$ cat config.mk
export PLATFORM = sky130hd
export DESIGN_NAME = ptesd_fifo
export DESIGN_NICKNAME = d
export VERILOG_FILES = /design/src/hdl/ptesd_pkg.sv /design/src/hdl/ptesd_fifo.sv
export VERILOG_INCLUDE_DIRS = /design/src /design/src/hdl
export SDC_FILE = /design/constraint.sdc
export NUM_CORES = 1
export LEC_CHECK = 0
export BUFFER_PORTS_ARGS = -buffer_cell sky130_fd_sc_hd__buf_2
export CORE_MARGIN = 3
export CORE_UTILIZATION = 50
export DETAILED_ROUTE_END_ITERATION = 10
export PLACE_DENSITY = 0.74
export SLEW_MARGIN = 20
export SYNTH_ARGS = -nofsm -noshare
export SYNTH_HDL_FRONTEND = slang
export SYNTH_SLANG_ARGS = --single-unit
export TNS_END_PERCENT = 20
$ cat constraint.sdc
create_clock -name clk_i -period 8.7 [get_ports clk_i]
set_clock_uncertainty 0.1 [all_clocks]
set_input_delay 1.305 -clock clk_i [delete_from_list [all_inputs] [get_ports clk_i]]
set_output_delay 1.305 -clock clk_i [all_outputs]
set_load 0.01 [all_outputs]
$ cat src/hdl/point_to_end_segment_distance_core_defines.svh
// Assertion macros for the point to end segment distance core.
// Included by the RTL files that carry concurrent assertions; no other dependencies.
`ifndef POINT_TO_END_SEGMENT_DISTANCE_CORE_DEFINES_SVH
`define POINT_TO_END_SEGMENT_DISTANCE_CORE_DEFINES_SVH

// Assertion on an explicit clock and active-low reset.
`define PTESD_ASSERT_AT(lbl, clk, rst_n, prop, msg) \
  lbl: assert property (@(posedge clk) disable iff (!rst_n) prop) else $error(msg);

// Assertion on the standard clock and reset of this design.
`define PTESD_ASSERT(lbl, prop, msg) \
  `PTESD_ASSERT_AT(lbl, clk_i, rst_ni, prop, msg)

`endif

$ cat src/hdl/ptesd_pkg.sv
// Shared types and constants of the point to end segment distance core.
// Used by every module of the core; depends on nothing.
`default_nettype none

package ptesd_pkg;

  // Depth of the queue between the front and the back.
  localparam int DEPTH = 4;
  // Bits of the internal projection fraction (0 .. 2^32).
  localparam int QW = 33;
  // Radicand width and number of root digits.
  localparam int RW = 62;
  localparam int SW = RW / 2;

  localparam logic [29:0] SENTINEL = 30'd655360000;
  localparam logic [61:0] SAT2     = 62'd429496729600000000;
  localparam logic [16:0] COEF_ONE = 17'd65536;
  localparam logic [30:0] SEG_RESET = 31'd65536;

  typedef enum logic [1:0] {
    ST_INTERIOR = 2'd0,
    ST_START    = 2'd1,
    ST_END      = 2'd2,
    ST_UNREACH  = 2'd3
  } ptesd_status_e;

  typedef struct packed {
    logic signed [31:0] query_x;
    logic signed [31:0] query_y;
    logic signed [31:0] query_z;
    logic signed [31:0] start_x;
    logic signed [31:0] start_y;
    logic signed [31:0] start_z;
    logic signed [31:0] end_x;
    logic signed [31:0] end_y;
    logic signed [31:0] end_z;
    logic               is_first_segment;
    logic               is_last_segment;
  } ptesd_in_t;

  typedef struct packed {
    logic [29:0] distance;
    logic [16:0] coefficient;
    logic [1:0]  status;
  } ptesd_out_t;

  // Classified item handed from the front to the back.
  typedef struct packed {
    logic signed [32:0] ax;
    logic signed [32:0] ay;
    logic signed [32:0] az;
    logic signed [32:0] dx;
    logic signed [32:0] dy;
    logic signed [32:0] dz;
    logic [61:0]        dot;
    ptesd_status_e      status;
  } ptesd_work_t;

  // Item after the projection fraction is known.
  typedef struct packed {
    logic signed [32:0] ax;
    logic signed [32:0] ay;
    logic signed [32:0] az;
    logic signed [32:0] dx;
    logic signed [32:0] dy;
    logic signed [32:0] dz;
    logic [QW-1:0]      frac;
    ptesd_status_e      status;
  } ptesd_prj_t;

endpackage

`default_nettype wire

$ cat src/hdl/ptesd_fifo.sv
// Short queue that decouples the front from the back of the core.
// Depends on ptesd_pkg and the assertion macro header.
`default_nettype none
`include "point_to_end_segment_distance_core_defines.svh"

module ptesd_fifo (
  input  logic                   clk_i,
  input  logic                   rst_ni,
  input  ptesd_pkg::ptesd_work_t wr_data_i,
  input  logic                   wr_valid_i,
  output logic                   wr_ready_o,
  output ptesd_pkg::ptesd_work_t rd_data_o,
  output logic                   rd_valid_o,
  input  logic                   rd_pop_i
);
  import ptesd_pkg::*;

  localparam int AW = $clog2(DEPTH);

  ptesd_work_t          mem_q [DEPTH];
  logic [AW-1:0]        wr_ptr_q, rd_ptr_q;
  logic [AW:0]          cnt_q, cnt_d;
  logic                 do_wr, do_rd;

  assign wr_ready_o = (cnt_q != (AW+1)'(DEPTH));
  assign rd_valid_o = (cnt_q != '0);
  assign do_wr      = wr_valid_i && wr_ready_o;
  assign do_rd      = rd_pop_i && rd_valid_o;
  assign rd_data_o  = mem_q[rd_ptr_q];

  always_comb begin
    cnt_d = cnt_q;
    if (do_wr && !do_rd) begin
      cnt_d = cnt_q + 1'b1;
    end else if (do_rd && !do_wr) begin
      cnt_d = cnt_q - 1'b1;
    end
  end

  // Pointers and fill count.
  always_ff @(posedge clk_i or negedge rst_ni) begin
    if (!rst_ni) begin
      wr_ptr_q <= '0;
      rd_ptr_q <= '0;
      cnt_q    <= '0;
    end else begin
      if (do_wr) begin
        wr_ptr_q <= wr_ptr_q + 1'b1;
      end
      if (do_rd) begin
        rd_ptr_q <= rd_ptr_q + 1'b1;
      end
      cnt_q <= cnt_d;
    end
  end

  // Entry storage.
  always_ff @(posedge clk_i) begin
    if (do_wr) begin
      mem_q[wr_ptr_q] <= wr_data_i;
    end
  end

  `PTESD_ASSERT(a_cnt_bound, cnt_q <= (AW+1)'(DEPTH), "queue count above depth")
  `PTESD_ASSERT(a_cnt_up, do_wr && !do_rd |=> cnt_q == $past(cnt_q) + 1'b1, "count missed a write")
  `PTESD_ASSERT(a_ptr_gap, (AW)'(wr_ptr_q - rd_ptr_q) == cnt_q[AW-1:0], "pointers disagree with count")

endmodule

`default_nettype wire

==> results.tsv <==
metric	value	unit
drv_slew	0	
postCtsSetupBuffers	0	
firstDrtPassIters	5	
nets	2267	
fmax	0.208	GHz
viasPerCell	5.51	
drt-wirelength-per-cell	24.4	um
cp_cell_sequence	buf_12, mux4_2, buf_2	
first_iter_violations	1330	
setup_viol	0	
avgSynthCellArea	27.4	um2
power.leakage	0.0153	uW
status	completed	
powerDensity	348	nW/um2
cp.required	7.30	ns
crit_type	reg -> out	
layout_common_cells	1,048 x edfxtp_1, 529 x buf_2, 262 x mux4_2	
end_kind	output port	
cts_resized	0	
setup-tns-final	0	ns
place_hpwl	45800	um
gr-total-overflow	0	
r2r_slack	5.56	ns
drc_errors	0	
grt_antenna_before_repair	29	
clkTransAtPathRegs	0.06	ns
syn_area	38400	um2
grt_setup_unrepaired	no	
cts_root_buf	clkbuf_16	
grt_pass1_vias	18184	
cp_num_buf_inv	2	
synth_warnings	0	
fin_crit	4.80	ns
crit_path_max_incr_delay	1.05	ns
instances_no_fill	3126	
grt_pass1_wl	116000	um
portBuffers	529	
die_w	283	um
cpLargestDelayFamily	flip-flops	
power.total	15800	uW
vdd_drop_max	0.000299	V
clk-insertion-delay-late	0.63	ns
cp_slowest_cell	dfrtp_4	
globalplace.congestion	0.763	
synth_seq_cells	1055	
cp-start-kind	register	
slew_headroom	0.169	
final_common_cell	edfxtp_1	
vias	17239	
area_growth	17.9	%
ant_nets	0	
place_area	41900	um2
fin_crit_sh	0.552	
cts_tree	yes	
routed_wl	76400	um
grt_max_degree	155	
clock-sinks	1055	
max-cap-violations	0	
row_count	101	
path_depth	3	
ff2ff_path_depth	4	
cts_max_path_buffers	3	
grt_usage	0.191	
dieHeight	283	um
dieArea	80200	um2
core	76100	um2
final_hold_viol_count	0	
holdBufCountCts	0	
start_util	0.505	
worstHoldPathType	in -> async	
dpl.cell_count	2920	
cp_max_fo	106	
synth_cells	1404	
yosysUniqueCellTypes	20	
seq_area_frac_synth	0.823	
synthesis.nets	1676	
critPathArrivalTime	3.40	ns
htree_levels	3	
drive_gt1_frac	0.462	
fin_area	45300	um2
ios	530	
worst_pin_slew	1.25	ns
numCtsBuffers	102	
-- where the power goes --
| group | internal, uW | total (uW) | switching (uW) |
|---|---|---|---|
| logic | 1960 | 4440 | 2480 |
| registers | 6730 | 7030 | 305 |
| clock network | 2510 | 4310 | 1800 |
-- cells by family after synthesis --
| logic type | share of synthesized area |
|---|---|
| simple gates | 0.00133 |
| buf+inv | 0.0175 |
| compound gates | 0.000293 |
| flops | 0.823 |
| xor+xnor | 0.00137 |
| mux | 0.154 |
| fa+ha+maj | 0.00215 |
-- metal layers --
layer	part of all wire	global-route usage	wire length (um)	vias up
li1	-	-	-	7332
met1	0.37	0.245	28300	9084
met2	0.52	0.312	39400	629
met3	0.080	0.0534	6090	170
met4	0.032	0.0759	2440	24
met5	0.0018	0	141	-
-- cells in the mapped netlist (all sizes together) --
cell / number / share of area
mux2: 2 / 0.00059
a21boi: 1 / 0.00029
inv: 3 / 0.00029
nand3: 1 / 0.00013
ha: 5 / 0.0016
nor2: 2 / 0.00020
nand2: 2 / 0.00020
xnor2: 4 / 0.00091
clkbuf: 5 / 0.00049
mux4: 262 / 0.15
dfrtp: 7 / 0.0046
or3: 1 / 0.00016
xor2: 2 / 0.00046
fa: 1 / 0.00052
edfxtp: 1048 / 0.82
buf: 54 / 0.017
and2: 4 / 0.00065
-- layout make-up --
class                   count  area (um2)
flip-flops and latches   1055       31700
fillers                  5323       30700
multi-input cells         287        6130
repair buffers            546        2890
clock buffers             131        2710
well taps                1030        1290
clock inverters            56         593
diodes                     18        45.0
inverters                   3        11.3
-- final timing paths --
path                                    startpoint                 endpoint
max                        rd_ptr_q[0]$_DFFE_PN0P_           rd_data_o[126]
min                                         rst_ni     cnt_q[2]$_DFFE_PN0P_
min in group clk_i            cnt_q[2]$_DFFE_PN0P_     cnt_q[2]$_DFFE_PN0P_
max reg2reg                   cnt_q[0]$_DFFE_PN0P_  mem_q[2][126]$_DFFE_PP_
max in group asynchronous                   rst_ni  rd_ptr_q[0]$_DFFE_PN0P_
min reg2reg                   cnt_q[2]$_DFFE_PN0P_     cnt_q[2]$_DFFE_PN0P_
-- state kept, by name, indices dropped and copies added (netlist names) --
signal / flops
rd_ptr_q: 2
mem_q: 1048
wr_ptr_q: 2
cnt_q: 3
-- through the flow --
stage                util  hold slack, ns  setup slack, ns
global placement    0.551           0.414             4.49
floorplan               -           0.393            0.386
detailed placement  0.551           0.428             4.51
global route        0.596           0.381             3.61
CTS                 0.595           0.361             3.80
finish              0.596           0.415             3.90
No activity file was read; power rests on OpenSTA's default activity.
